File: config.mk
export PLATFORM = sky130hd
export DESIGN_NAME = uwm_ram
export DESIGN_NICKNAME = d
export VERILOG_FILES = /design/src/rtl/uwm_ram.sv
export SDC_FILE = /design/constraint.sdc
export NUM_CORES = 2
export LEC_CHECK = 0
export BUFFER_PORTS_ARGS = -buffer_cell sky130_fd_sc_hd__buf_2
export CORE_ASPECT_RATIO = 1.2
export CORE_MARGIN = 5
export CORE_UTILIZATION = 25
export DETAILED_ROUTE_END_ITERATION = 8
export PLACE_DENSITY = 0.45
export SLEW_MARGIN = 20
export SYNTH_ARGS = -nofsm -noshare
export SYNTH_HDL_FRONTEND = slang
export SYNTH_SLANG_ARGS = --single-unit
File: constraint.sdc
create_clock -name clk -period 3.26 [get_ports clk]
set_clock_uncertainty 0.05 [all_clocks]
set_input_delay 0.326 -clock clk [delete_from_list [all_inputs] [get_ports clk]]
set_output_delay 0.326 -clock clk [all_outputs]
set_load 0.03 [all_outputs]
File: src/rtl/uwm_ram.sv
`timescale 1ns / 1ps
// Generic single-write, single-read RAM with a registered read port.
// Stand-alone; no package dependencies.
module uwm_ram #(
  parameter int WIDTH = 15,
  parameter int DEPTH = 256
) (
  input  logic                     clk,
  input  logic                     we,
  input  logic [$clog2(DEPTH)-1:0] waddr,
  input  logic [WIDTH-1:0]         wdata,
  input  logic                     re,
  input  logic [$clog2(DEPTH)-1:0] raddr,
  output logic [WIDTH-1:0]         rdata
);

  logic [WIDTH-1:0] mem [DEPTH];

  always_ff @(posedge clk) begin
    if (we) begin
      mem[waddr] <= wdata;
    end
    if (re) begin
      rdata <= mem[raddr];
    end
  end

endmodule

* Word level (Yosys, flattened, before mapping)
Memory sizes are Yosys's and may differ from the RTL's. A register that Yosys moved wholly into a read port is not among the register bits.
Cells that the tools add are included.
** Word-level totals
- Logic and storage cells :: 3
- Flip-flop bits (word level) :: 0
- RAM bits :: 3840
- Memories kept :: 1
- Input port bits :: 34
- Output and inout port bits :: 15
** Memory list
- mem :: words 256, bits a word 15, read ports 1, clocked after Yosys merged registers in 1, wr ports 1, line 17 : logic [WIDTH-1:0] mem [DEPTH];
** Operators by class
- Muxes and demuxes :: 2
** Operators with widths (count)
- $mux 1 :: 2

* Logic depth before layout (Yosys ltp)
- Depth in word-level cells :: 2
- Mapped depth :: 12
- Depth with buffers taken out :: 6

* Worst setup path before layout
Ideal clock, no wire load.
- Path type :: input to register
- Start point :: input waddr[3]
- End point :: memory mem[235][0] (enable)
- Stages :: 6
- Library setup time :: 386 ps
- Slack :: 762 ps
- Buffers on the path :: 3
- Arrival time :: 2061 ps
- Data required time :: 2824 ps
- Cell sequence :: clkbuf_1 nor2b_1 clkbuf_1 nand4_1 clkbuf_1 nor2_1
** RTL lines
- start: declaration :: line 10 : input logic [$clog2(DEPTH)-1:0] waddr,
- end: declaration :: line 17
Straight into the memory's write port.

==> impl_metrics.json <==
{
  "ant_nets": 0,
  "worstPathRequired_ns": 3.99,
  "synth.area.mux_share": 0.1463,
  "finalHoldViolations": 0,
  "utilization": 0.3004,
  "ir_drop_mv": 0.4677,
  "synth_nets": 6742,
  "first_pass_iters": 6,
  "drv_cap": 0,
  "status": "finished, final reports clean",
  "fillers": 56920,
  "die_y_um": 852.2,
  "place_congestion": 0.8017,
  "seq_area_frac_synth": 0.7834,
  "period_share": 0.9435,
  "area_delta_synth_final_pct": 19.86,
  "dieArea_um2": 606600,
  "dpl.cell_count": 15090,
  "period_minus_slack_ns": 3.076,
  "wl_per_cell_um": 28.27,
  "cts_tree": "built",
  "routed_wl_mm": 446.7,
  "worst_setup_path_start_kind": "register",
  "synth_simple_gate_area_frac": 0.01716,
  "core_area_um2": 589600,
  "synth_top_area_frac": 0.7834,
  "place_ws_ns": -0.7637,
  "first_iter_violations": 7035,
  "synthCells": 6708,
  "synth_xor_area_frac": 0,
  "leakage_nw": 55.19,
  "p_per_area_nw_per_um2": 589.7,
  "grt_max_degree": 105,
  "numCtsBuffers": 379,
  "path_class": "reg2reg",
  "tns_ns": 0,
  "fin_area_um2": 177100,
  "hold_slack_ns": 0.07018,
  "layout-drive-gt1-share": 0.3136,
  "synth_compound_area_frac": 0.03604,
  "synth_fa_ha_area_frac": 0,
  "critPathCaptureType": "register",
  "rows": 309,
  "synth.most_common_cell": "edfxtp_1",
  "antenna_found_initial": 34,
  "overflow": 0,
  "pin_count": 49,
  "grt_pass1_wl_mm": 623.7,
  "relSlewSlack": 0.1887,
  "hp-class": "in2reg",
  "worstSkewPairLatency_ns": 0.95,
  "start_util": 0.2506,
  "synth.avg_cell_area_um2": 22.03,
  "synth_top_family_by_area": "multiplexers",
  "synthTopCellsByCount": "edfxtp_1, mux4_2, nor2_1",
  "grt_pass1_vias": 77020,
  "dpl_cell_area_um2": 164800,
  "path_max_fanout": 1,
  "cts_num_sinks": 3855,
  "nets": 7745,
  "htreeDepth": 5,
  "r2r_slack_ns": 0.18,
  "synth_edf_count": 3855,
  "fin_total_pwr_mw": 104.4,
  "rsz0062_at_grt": "no",
  "cts_resized": 0,
  "maxSlewViolCount": 0,
  "setup_ws_ns": 0.1843,
  "num_vias": 73220,
  "cts-root-buf": "clkbuf_16",
  "route.detailed.drc": 0,
  "fmax_ghz": 0.3251,
  "synth_flop_cell": "edfxtp_1",
  "ys_seq_elements": 3855,
  "synthTopCellsByArea": "edfxtp_1, mux4_2, mux2i_1",
  "grt.total_usage": 0.1433,
  "place_hpwl_mm": 287.7,
  "worstMarginPinSlew_ns": 1.217,
  "postCtsSetupBuffers": 0,
  "numPortBuffers": 48,
  "clk_pin_slew_worst_paths_ns": 0.07,
  "hold_buffers": 15,
  "syn_area_um2": 147800,
  "setup_viol": 0,
  "vias_per_cell": 4.634,
  "async_reset_ff_frac": 0,
  "stdcell_count": 15800,
  "yosys_warnings": 0,
  "fp.dieW_um": 711.8,
  "synth_cell_types": 57,
  "cts_buffer_depth": 4,
  "crit_arrival_ns": 3.80,
  "synth_top_cell_by_area": "edfxtp_1"
}
[per-layer routing]
| layer | vias to the layer above | part of all wire | GRT usage |
|---|---|---|---|
| met5 | - | 0.000092 | 0 |
| met4 | 6 | 0.029 | 0.04123 |
| met3 | 490 | 0.044 | 0.01604 |
| met2 | 1980 | 0.52 | 0.2555 |
| met1 | 40220 | 0.41 | 0.1835 |
| li1 | 30520 | - | - |
[critical path: stages, from the launching register on]
cell and delay, ns:
edfxtp_1 0.34, mux4_2 0.23, mux2i_1 0.07, buf_4 0.14, a211oi_1 0.79, a211oi_1 0.19, buf_4 0.21, a21oi_1 0.50
buf_4 0.23, nor3b_1 0.17
[power by group]
part | switching [mW] | internal (mW) | total (mW)
combinational | 3.86 | 2.25 | 6.11
sequential | 0.0860 | 54.7 | 54.7
clock | 18.9 | 24.7 | 43.6
total | 22.9 | 81.6 | 104
[state kept, by name (all words and copies together) (netlist names)]
name	flops
mem	3840
rdata	15
[cells by family (layout without fill, tap and decap cells)]
logic type             count (synthesis)  after routing
flip-flops                          3855           3855
AO/OA/AOI/OAI                        771            771
multiplexers                        1119           1119
buffers and inverters                411           1714
other                                  0             13
AND/OR/NAND/NOR                      552            552
[worst paths after layout]
kind / from / end / cells past startpoint
setup / recovery: mem[143][12]$_DFFE_PP_ / rdata[12]$_DFFE_PP_ / 9
hold / removal: re / rdata[12]$_DFFE_PP_ / 1
setup reg to reg: mem[143][12]$_DFFE_PP_ / rdata[12]$_DFFE_PP_ / 9
hold reg to reg: mem[90][7]$_DFFE_PP_ / rdata[7]$_DFFE_PP_ / 5
[area by class of cell]
type	count	area (um2)	share of cell area
sequential	3855	115800	0.6536
multi-input combinational	2442	29690	0.1676
clock buffer	442	9891	0.05585
timing repair buffer	1030	9766	0.05514
tap	7775	9728	0.05493
clock inverter	239	2225	0.01256
antenna	13	32.53	0.0001837
inverter	3	11.26	0.00006358
[placed cells by master (no fill, tap or decap), drive strengths merged, types with 78 or more instances in the layout]
| cell | n |
|---|---|
| clkbuf | 442 |
| mux2i | 227 |
| o22ai | 100 |
| a22oi | 222 |
| o221ai | 78 |
| clkinv | 171 |
| a21oi | 165 |
| mux4 | 826 |
| buf | 1015 |
| nor2 | 293 |
| edfxtp | 3855 |
Power figures use the tool's default switching activity.
