<file path="src/rtl/uwm_pkg.sv">
`timescale 1ns / 1ps
// Shared types and constants for the utilization window monitor.
// Used by uwm_div and utilization_window_monitor; depends on nothing.
package uwm_pkg;

  localparam int TICK_W      = 64;
  localparam int PERCENT_W   = 15;
  localparam int SAMPLE_W    = 3;
  localparam int FILL_OUT_W  = 9;
  localparam int VALID_OUT_W = 3;
  localparam int FULL_SCALE  = 25600;

  localparam int CFG_INDEX_W = 1;
  localparam int CFG_DATA_W  = 15;

  localparam logic [CFG_INDEX_W-1:0] REG_INTERVAL_TARGET = 1'd0;
  localparam logic [CFG_INDEX_W-1:0] REG_SPIKE_LIMIT     = 1'd1;

  localparam logic [SAMPLE_W-1:0]  INTERVAL_TARGET_RESET = 3'd3;
  localparam logic [PERCENT_W-1:0] SPIKE_LIMIT_RESET     = 15'd24320;

  localparam int DIV_W      = 64;
  localparam int DIV_STEP_W = 6;

  localparam int RATIO_W = 16;
  localparam logic [DIV_STEP_W-1:0] RATIO_STEPS = 6'd16;
  localparam logic [RATIO_W-1:0]    RATIO_SAT   = 16'hFFFF;

  typedef struct packed {
    logic [TICK_W-1:0] total_ticks;
    logic [TICK_W-1:0] idle_ticks;
  } snapshot_t;

  typedef struct packed {
    logic [PERCENT_W-1:0]   current_percent;
    logic [PERCENT_W-1:0]   average_percent;
    logic [PERCENT_W-1:0]   peak_percent;
    logic [FILL_OUT_W-1:0]  window_fill;
    logic [VALID_OUT_W-1:0] valid_intervals;
  } result_t;

  typedef struct packed {
    logic                  start;
    logic [DIV_STEP_W-1:0] steps;
    logic [DIV_W-1:0]      divisor;
    logic [DIV_W-1:0]      rem_init;
    logic [DIV_W-1:0]      dividend;
  } div_req_t;

  typedef struct packed {
    logic             busy;
    logic             done;
    logic [DIV_W-1:0] quotient;
    logic             rem_nz;
  } div_rsp_t;

endpackage

</file>
<file path="src/rtl/uwm_div.sv">
`timescale 1ns / 1ps
// Shared iterative restoring divider, one quotient bit per cycle.
// Depends on uwm_pkg for the request and response structs.
module uwm_div
  import uwm_pkg::*;
(
  input  logic     clk,
  input  logic     rst,
  input  div_req_t req,
  output div_rsp_t rsp
);

  logic                  busy;
  logic                  done;
  logic [DIV_STEP_W-1:0] cnt;
  logic [DIV_W-1:0]      rem;
  logic [DIV_W-1:0]      quo;
  logic [DIV_W-1:0]      dsr;

  logic [DIV_W:0]   trial;
  logic [DIV_W:0]   diff;
  logic             fits;
  logic [DIV_W-1:0] rem_step;

  always_comb begin
    trial    = {rem, quo[DIV_W-1]};
    diff     = trial - {1'b0, dsr};
    fits     = trial >= {1'b0, dsr};
    rem_step = fits ? diff[DIV_W-1:0] : trial[DIV_W-1:0];
  end

  always_ff @(posedge clk) begin
    if (rst) begin
      busy <= 1'b0;
      done <= 1'b0;
      cnt  <= '0;
    end else begin
      done <= 1'b0;
      if (req.start) begin
        busy <= 1'b1;
        cnt  <= req.steps;
      end else if (busy) begin
        cnt <= cnt - 1'b1;
        if (cnt == DIV_STEP_W'(1)) begin
          busy <= 1'b0;
          done <= 1'b1;
        end
      end
    end
  end

  always_ff @(posedge clk) begin
    if (req.start) begin
      rem <= req.rem_init;
      quo <= req.dividend;
      dsr <= req.divisor;
    end else if (busy) begin
      rem <= rem_step;
      quo <= {quo[DIV_W-2:0], fits};
    end
  end

  assign rsp.busy     = busy;
  assign rsp.done     = done;
  assign rsp.quotient = quo;
  assign rsp.rem_nz   = (rem != '0);

  a_start_idle: assert property (@(posedge clk) disable iff (rst) req.start |-> !busy)
    else $error("divider started while busy");
  a_done_idle: assert property (@(posedge clk) disable iff (rst) done |-> !busy)
    else $error("divider done while still busy");
  a_busy_count: assert property (@(posedge clk) disable iff (rst) busy |-> cnt != '0)
    else $error("divider busy with no steps left");

endmodule

</file>
<file path="config.mk">
export PLATFORM = sky130hd
export DESIGN_NAME = uwm_div
export DESIGN_NICKNAME = d
export VERILOG_FILES = /design/src/rtl/uwm_pkg.sv /design/src/rtl/uwm_div.sv
export SDC_FILE = /design/constraint.sdc
export NUM_CORES = 1
export LEC_CHECK = 0
export BUFFER_PORTS_ARGS = -buffer_cell sky130_fd_sc_hd__buf_2
export CAP_MARGIN = 30
export CORE_MARGIN = 2
export CORE_UTILIZATION = 54
export CTS_CLUSTER_SIZE = 25
export DETAILED_ROUTE_END_ITERATION = 10
export PLACE_DENSITY = 0.79
export SYNTH_ARGS = -nofsm -noshare
export SYNTH_HDL_FRONTEND = slang
export SYNTH_SLANG_ARGS = --single-unit
</file>
<file path="constraint.sdc">
create_clock -name clk -period 5.35 [get_ports clk]
set_input_delay 0 -clock clk [delete_from_list [all_inputs] [get_ports clk]]
set_output_delay 0 -clock clk [all_outputs]
set_load 0.01 [all_outputs]
</file>
**Word-level counts from Yosys, hierarchy flattened**

Cells that the tools add are included.

- Equal/unequal tests: 1
- Reduce and logical (&&, ||, !) cells: 3
- Mux-type cells: 11
- Add/subtract/negate cells: 2
- Order comparisons: 1
- Bitwise gates (word level): 1

Operators with widths:

| operator | number |
|---|---|
| two-way mux 64 bit | 5 |
| greater-or-equal comparator 65 x 64 -> 1 bit | 1 |
| nonzero test 64 bit | 1 |
| subtractor 64 bit | 1 |
| two-way mux 6 bit | 2 |
| equality test 6 x 1 -> 1 bit (second input constant) | 1 |
| subtractor 6 x 1 -> 6 bit (second input constant) | 1 |
| two-way mux 1 bit | 4 |
| OR reduction 3 bit | 1 |
| nonzero test 2 bit | 1 |
| NOT 1 bit | 1 |

- Bits in registers: 200
- Input port bits: 201
- Output and inout bits: 67

**Depth between registers and ports, before layout**

Gate-level depths: netlist of run 1.

- Depth after elaboration: 4
- Gate-level depth with buffers: 15
- Mapped depth without buffers: 13

**Least setup slack after synthesis of run 1**

Ideal clock, no wire load.

- Path type: in2reg
- From: in req[198] (netlist name)
- To: reg quo[0], enable pin
- Path slack: 1.472 ns
- Required time: 4.869 ns
- Stages on the path: 5
- Arrival time: 3.397 ns
- Buffers on the path: 3
- Setup time: 0.481 ns
- Cell sequence: clkbuf_1 > clkbuf_1 > clkbuf_1 > nor2_1 > inv_1

- Longest elaborated chain between the ends: 1

RTL lines:

| element | line | source |
|---|---|---|
| start, declared | uwm_div.sv:9 | `input div_req_t req,` |
| nonzero test 2 bit (no source line) | n/a |  |
| end signal, assigned | uwm_div.sv:55 | `quo <= req.dividend;` |
| end signal, assigned | uwm_div.sv:59 | `quo <= {quo[DIV_W-2:0], fits};` |
| end, declared | uwm_div.sv:17 | `logic [DIV_W-1:0] quo;` |

Every way passes these cells.
A chain may end at the register's enable or synchronous reset.

**Worst setup path after layout of run 1**

- From: reg rem[35]
- To: reg rem[53] (data pin)

- Longest elaborated chain between the ends: 4
- Elaborated cells between the ends (all ways): 5
- Those cells by class: add/sub: 1; order compare: 1; mux: 3

RTL lines:

| element | line | source |
|---|---|---|
| start, declared | uwm_div.sv:16 | `logic [DIV_W-1:0] rem;` |
| start signal, assigned | uwm_div.sv:54 | `rem <= req.rem_init;` |
| start signal, assigned | uwm_div.sv:58 | `rem <= rem_step;` |
| subtractor 64 bit / greater-or-equal comparator 65 x 64 -> 1 bit (equally long branches) | uwm_div.sv:27, uwm_div.sv:28 |  |
| two-way mux 64 bit (*) | uwm_div.sv:29 | `rem_step = fits ? diff[DIV_W-1:0] : trial[DIV_W-1:0];` |
| two-way mux 64 bit (*) | uwm_div.sv:57 | `end else if (busy) begin` |
| two-way mux 64 bit (*) | uwm_div.sv:53 | `if (req.start) begin` |

Every way passes the cells marked *; elsewhere a longest branch is shown, timed or not. The select of a mux whose other input is x is not followed.

==> results of run 1 <==
==> cell type report <==
cell class              count  area share [%]
diodes                      1          0.0146
flip-flops and latches    200            34.5
well taps                 319            2.33
repair buffers            474            20.2
clock inverters            15            1.31
clock buffers              17            2.48
inverters                  89            1.96
multi-input cells         856            37.2
==> report_power, final <==
| group | total (mW) | switching (mW) | internal, mW |
|---|---|---|---|
| registers | 2.33 | 0.240 | 2.09 |
| clock network | 1.42 | 0.759 | 0.664 |
| logic | 3.48 | 1.89 | 1.59 |
==> kinds of logic (layout without fill, tap and decap cells) <==
| family | Yosys count | in the layout |
|---|---|---|
| adder cells (fa/ha/maj) | 67 | 67 |
| other | 0 | 1 |
| AND/OR/NAND/NOR | 293 | 293 |
| flip-flops | 200 | 200 |
| multiplexers | 138 | 138 |
| buffers and inverters | 143 | 595 |
| AO/OA/AOI/OAI | 303 | 303 |
| XOR/XNOR | 55 | 55 |
==> metrics by stage <==
| stage | utilization (%) | instances | power, mW | area (um2) | setup slack, ns |
|---|---|---|---|---|---|
| after floorplan | - | 1199 | 4.75 | 12900 | 1.47 |
| after global placement | 61.6 | 1736 | 5.50 | 14400 | 0.923 |
| after detailed placement | 61.6 | 1736 | 5.55 | 14400 | 0.828 |
| after CTS | 72.9 | 1968 | 7.10 | 17100 | 0.790 |
| after global routing | 73.1 | 1971 | 7.61 | 17200 | 0.966 |
| final | 73.1 | 1971 | 7.23 | 17200 | 1.11 |
==> critical path, cell delays in order (launching register included) <==
cell      delay (ns)
edfxtp_1        0.43
ha_1            0.48
nand4_1         0.18
nor4_1          0.40
nand2_1         0.15
a211oi_1        0.49
o21ai_1         0.17
a21oi_2         0.29
or2_2           0.33
buf_12          0.26
buf_4           0.23
mux2_4          0.31
mux2_2          0.26
==> routing by layer <==
layer / vias to the layer above / share of wire [%] / global-route usage, %
met3: 98 / 7.6 / 6.42
met5: - / 0.032 / 0
met2: 661 / 49 / 54.9
met1: 5491 / 40 / 39.3
met4: 2 / 3.2 / 11.5
li1: 5384 / - / -
==> repair_timing <==
action / CTS / global route
hold buffers: 200 / 0
setup buffers: 0 / 0
endpoints found under the hold margin: 195 / 0
==> sequential cells by signal, summed over array words and instances, names as in the netlist <==
signal,cells
dsr,64
quo,64
rem,64
cnt,6
busy,1
done,1
==> placed cells by master (no fill, tap or decap), drive strengths merged, types with 3 or more instances in the layout <==
master | synthesis | final
nand2 | 73 | 73
nand4 | 27 | 27
or4 | 7 | 7
inv | 89 | 97
o21a | 14 | 14
clkbuf | 36 | 18
nor3b | 9 | 9
o21bai | 12 | 12
xor2 | 28 | 28
nand3 | 18 | 18
nor2b | 17 | 17
o2111ai | 3 | 3
o31ai | 6 | 6
dfxtp | 8 | 8
nor3 | 22 | 22
or2 | 5 | 5
dlygate4sd3 | 0 | 200
a211oi | 8 | 8
nor4 | 20 | 20
a31oi | 9 | 9
edfxtp | 192 | 192
xnor2 | 27 | 27
buf | 18 | 273
or3 | 6 | 6
and2 | 7 | 7
and3 | 9 | 9
a21oi | 112 | 112
nor2 | 55 | 55
nand2b | 5 | 5
a221o | 8 | 8
nor4b | 5 | 5
a221oi | 3 | 3
a211o | 3 | 3
a21o | 32 | 32
mux2i | 4 | 4
o21ai | 63 | 63
mux2 | 134 | 134
ha | 66 | 66
clkinv | 0 | 7
==> how the worst max path moves through the flow <==
| stage | startpoint | endpoint | slack [ns] | depth (start not counted) |
|---|---|---|---|---|
| final | rem[35]$_DFFE_PP_ | rem[53]$_DFFE_PP_ | 1.11 | 12 |
| after global routing | rem[35]$_DFFE_PP_ | rem[53]$_DFFE_PP_ | 0.97 | 12 |
| after CTS | rem[35]$_DFFE_PP_ | rem[53]$_DFFE_PP_ | 0.79 | 11 |
| after detailed placement | rem[35]$_DFFE_PP_ | rem[53]$_DFFE_PP_ | 0.83 | 11 |
| after global placement | rem[35]$_DFFE_PP_ | rem[53]$_DFFE_PP_ | 0.92 | 11 |
| after floorplan | req[198] | quo[0]$_DFFE_PP_ | 1.47 | 5 |
==> summary.txt, run 1 <==
Status
  • Status: completed

Logic synthesis
  • Syn Area/Cell: 10.8 um2
  • Simple logic cell fraction of the synthesized area: 11.8%
  • Async set-reset flop share out of synthesis: 0%
  • Cell count after synthesis: 1,199
  • Most frequent cell after synthesis: edfxtp_1
  • Post-Synth Adder-Cell Area: about 6.6%
  • Register area share after synthesis: 46.0%
  • Post-synthesis xor/xnor area fraction: 3.74%
  • Leading area contributor after synthesis: edfxtp_1
  • Number of flops mapped to enable cells by yosys: 192
  • Mux share of post-synthesis cell area: 12.5%
  • Yosys top cell area share: 44.7%
  • Synth area leaders: edfxtp_1, mux2_2, ha_1
  • Syn nets: 1,467
  • Most common library cells after synthesis: edfxtp_1, mux2_2, a21oi_1, inv_1, nand2_1
  • Ys flop type: edfxtp_1
  • #FFs+latches synth: 200
  • Distinct cell type count after synthesis: between 70 and 80
  • Ys Warns: 0
  • Post-synthesis compound-gate area fraction: 14.8%
  • Synthesized area: 12,900 um2
  • Largest family of logic cells by synthesized area: compound AO/OA/AOI/OAI gates

Clock network
  • Num CTS Buffers: 17
  • H-tree depth: 4
  • Clk sink count: 200
  • CTS tree: yes
  • Max Buffers Root-to-Sink: 2
  • Clock Tree Root: clkbuf_16
  • Clock Latency Late Sink: 0.46 ns
  • Post-CTS Resized: 0
  • CTS clk-pin slew, worst paths: approximately 0.090 ns

Layout
  • Share of layout cells above drive strength 1: 27.5%
  • Nets@finish: 1,906
  • Area Overhead vs Synth: 33.0%
  • Area of the multi-input gates: 6380 um2
  • Fillers: 1,575
  • Register area: between 5000 and 6000 um2

Critical path
  • Crit. End Element: register
  • Reg2reg end: rem[53]$_DFFE_PP_
  • Reg2Reg Launch Point: rem[35]$_DFFE_PP_
  • Worst r2r path cells: 12
  • Critical Path RT: 5.55 ns
  • Data arrival, critical path: 4.44 ns
  • CP Max Fanout: 33
  • Startpoint types: register
  • Internal reg-to-reg setup slack: 1.11 ns
  • Crit Path Category: reg2reg

Hold path
  • Hold Crit Depth: 3
  • Worst hold start: req[127]
  • Hold EP: rem[63]$_DFFE_PP_
  • Worst Hold Class: in2reg

Timing
  • Final min period: between 4 and 5 ns
  • # setup viols final: 0
  • Clock Skews: approximately 0.020 ns
  • Setup tns final: 0 ns
  • Slew @ Worst Pin: 1.06 ns
  • Final Hold Fails: 0
  • Final period utilization: 79.2%
  • RSZ-0062 raised after global routing: false
  • Final Max Slew Viols: 0
  • Peak Freq: about 0.24 GHz
  • Hold slack: 0.0176 ns
  • Max_slew headroom: between 20% and 30%

Route
  • Via count: around 12,000
  • Drc violations: 0
  • Antenna Violating Nets Remaining: 0
  • Initial DRC Count: 880
  • DR pass1 iterations: 6
  • Via/cell ratio: 5.90
  • Routed WL per cell: 20.4 um
  • Total wire length: 40.1 mm

Power and ir drop
  • P_leak: 7.24 nW
  • PD cells: 422 nW/um2
  • Peak VDD IR: between 0.0002 and 0.00025 V

GRT
  • Total GRT Usage: about a third
  • Largest net degree at the start of global routing: 175
  • Vias in the first global route: 11,600
  • First-pass GRT wire length: 61.3 mm
  • Grt total ovfl: 0
  • Antenna violations before repair: 2

Die
  • Row cnt: 56
  • Core Area: between 20,000 and 25,000 um2
  • IO Pins: 268
  • Starting Density: 54.9%
  • Height of the die: between 150 and 200 um
  • DIE AREA: 25,100 um2
  • Die Span X: 159 um

Placed design
  • Final HPWL DP: roughly 26 mm
  • IO buf count: 267
  • RD Place Congestion: roughly 1.0

Flow run
  • Max-cap violations: 0
No activity file was read; power rests on OpenSTA's default activity.
==> run 2, diff against run 1 <==
Settings changed: CORE_UTILIZATION 54 to 51, PLACE_DENSITY 0.79 to 0.78.
Clock period 5.35 ns to 3.5 ns, I/O delays scaled along.
==> run 2 against run 1 <==
Clock-buffer cell count stayed put; combinational power is 77% higher; global-route usage grew 0.73 points; total power increased by 65%; critical path depth rose by 1; clock power up 58%; design area up 6.0%; via count is 5.0% higher; sequential share of layout area is 2.0 points lower; utilization decreased by 0.45 points; critical path type unchanged; largest cell class unchanged; largest power group unchanged.
==> summary.txt, run 2 (synthesis results as in run 1) <==
GRT
  • Grt total ovfl: 0
  • Antenna violations before repair: 0
  • First-pass GRT wire length: 66.7 mm
  • Vias in the first global route: about 12,000
  • Total GRT Usage: between 30% and 40%
  • Largest net degree at the start of global routing: around 130

Timing
  • Peak Freq: 0.289 GHz
  • Final min period: 3.46 ns
  • Clock Skews: 0.0245 ns
  • # setup viols final: 0
  • RSZ-0062 raised after global routing: true
  • Max_slew headroom: 46.5%
  • Final Hold Fails: 0
  • Slew @ Worst Pin: 0.803 ns
  • Worst setup margin: about 0.041 ns
  • Final Max Slew Viols: 0
  • Final period utilization: a little over nine tenths

Clock network
  • Max Buffers Root-to-Sink: 2
  • Clock Tree Root: clkbuf_16
  • CTS clk-pin slew, worst paths: 0.09 ns
  • H-tree depth: 4
  • Clk sink count: 200
  • CTS tree: yes
  • Clock Latency Late Sink: 0.48 ns
  • Num CTS Buffers: 17

Critical path
  • Startpoint types: register
  • Internal reg-to-reg setup slack: 0.04 ns
  • Crit path buf inv count: 3
  • Slowest CP cell: edfxtp_1
  • Worst path max stage delay: about 0.50 ns
  • Crit. End Element: register
  • Critical Path RT: about 3.7 ns
  • Delay-heaviest family, CP: simple AND/OR/NAND/NOR gates
  • Crit Path Category: reg2reg
  • CP Max Fanout: 22
  • CP cell instances: ha_4 -> nand3_1 -> nor4_2 -> buf_4 -> nand2_1 -> a211oi_1 -> buf_4 -> o21ai_2 -> a21oi_2 -> or2_4 -> buf_12 -> mux2_2 -> mux2_2
  • Reg2Reg Launch Point: rem[31]$_DFFE_PP_
  • Reg2reg end: rem[6]$_DFFE_PP_
  • Data arrival, critical path: 3.68 ns
  • Worst r2r path cells: 13

Layout
  • Fillers: 1,692
  • Register area: ~5900 um2
  • Share of layout cells above drive strength 1: 33.7%
  • Most common cell after layout, fill and taps aside: buf_2
  • Non-filler instance count after layout: 2,088
  • Regs by FF count: dsr (64), quo (64), rem (64)
  • Area Overhead vs Synth: 41.0%
  • Most frequent cells in the layout: buf_2, dlygate4sd3_1, edfxtp_1
  • # diodes: 0
  • Nets@finish: 2,013
  • Area of the multi-input gates: about 6600 um2

Power and ir drop
  • Sw Share: 39.6%
  • PD cells: 657 nW/um2
  • Comb power frac: 51.5%
  • Sw Pwr: approximately 4.7 mW
  • Power Internal: 7.22 mW
  • Clock share of power: around a fifth
  • P_leak: around 8 nW
  • Peak VDD IR: ~0.0004 V
  • Sequential power share: 29.7%

Route
  • Initial DRC Count: around 1,100
  • Routed WL per cell: 20.8 um
  • Drc violations: 0
  • Via count: 12,200
  • DR pass1 iterations: 5
  • Via/cell ratio: 5.85
  • Antenna Violating Nets Remaining: 0
  • Total wire length: roughly 43 mm

Placed design
  • RD Place Congestion: 0.954
  • Pre-CTS setup slack: -0.0469 ns
  • Final HPWL DP: roughly 29 mm
  • IO buf count: 267
  • Post-Place Cells: 1,850

Hold path
  • Hold Crit Depth: 3
  • Worst Hold Class: in2reg
  • Worst hold start: req[124]
  • Hold EP: rem[60]$_DFFE_PP_

Status
  • Status: completed

Die
  • Row cnt: 58
  • Core Area: 25,000 um2
  • Die Span X: 163 um
  • Height of the die: 163 um
  • IO Pins: 268
  • Starting Density: 51.5%
  • DIE AREA: between 20,000 and 30,000 um2

Flow run
  • Max-cap violations: 0
run 2: area by class of cell:
type	instances	share of cell area, %
Clock buffer	17	2.34
Clock inverter	15	1.29
Inverter	89	1.86
Multi-Input combinational cell	856	36.2
Sequential cell	200	32.6
Tap cell	330	2.27
Timing Repair Buffer	581	23.5
run 2: power groups by stage:
stage               clock network [mW]  logic (mW)  registers (mW)
floorplan                            0        3.76            3.50
detailed placement                   0        5.59            3.56
global route                      2.34        6.63            3.59
CTS                               2.26        5.84            3.52
global placement                     0        5.49            3.55
finish                            2.25        6.15            3.55
run 2: worst max path at each step:
stage                                  from                 to  slack [ns]  cells past startpoint
after global placement    quo[63]$_DFFE_PP_  rem[56]$_DFFE_PP_        0.02                     14
final                     rem[31]$_DFFE_PP_   rem[6]$_DFFE_PP_        0.04                     13
after floorplan           rem[49]$_DFFE_PP_  rem[21]$_DFFE_PP_        0.19                     13
after CTS                 quo[63]$_DFFE_PP_  rem[56]$_DFFE_PP_       0.002                     14
after detailed placement  quo[63]$_DFFE_PP_  rem[56]$_DFFE_PP_       -0.05                     14
after global routing      rem[31]$_DFFE_PP_   rem[6]$_DFFE_PP_       -0.05                     13
run 2: timing repair:
| item | in CTS | in global routing |
|---|---|---|
| gates resized for setup | 3 | 45 |
| cloned | 0 | 0 |
| pin swaps | 0 | 8 |
| setup endpoints to repair | 10 | 57 |
| buffers inserted | 0 | 4 |
| endpoints found under the hold margin | 197 | 0 |
| hold buffers | 202 | 0 |
run 2: stage by stage:
| stage | setup TNS [ns] | hold WS [ns] | power (mW) | instance area, um2 | util (%) |
|---|---|---|---|---|---|
| 6_report | 0 | 0.0251 | 11.9 | 18200 | 72.6 |
| 3_5_place_dp | -0.132 | 0.178 | 9.15 | 15300 | 61.0 |
| 4_1_cts | 0 | 0.0142 | 11.6 | 18000 | 71.7 |
| 3_3_place_gp | 0 | 0.176 | 9.04 | 15300 | 61.0 |
| 2_1_floorplan | 0 | 0.0989 | 7.26 | 12900 | - |
| 5_1_grt | -0.465 | 0.0381 | 12.6 | 18200 | 72.6 |
run 2: routing by layer:
layer  GRT usage [%]  vias to the layer above  share of wire [%]
li1                -                     5609                  -
met5               0                        -                  0
met4            11.3                        0                3.5
met2            56.2                      647                 49
met1            40.5                     5844                 40
met3            6.37                      115                7.5
run 2: worst register-to-register path, delay by kind of cell (launching register included):
kind	cells	cell delay, ns
AOI/OAI and AO/OA	3	0.47
adders and majority gates	1	0.36
buffers and inverters	3	0.52
DFF	1	0.50
muxes	2	0.65
and+or+nand+nor	4	0.72
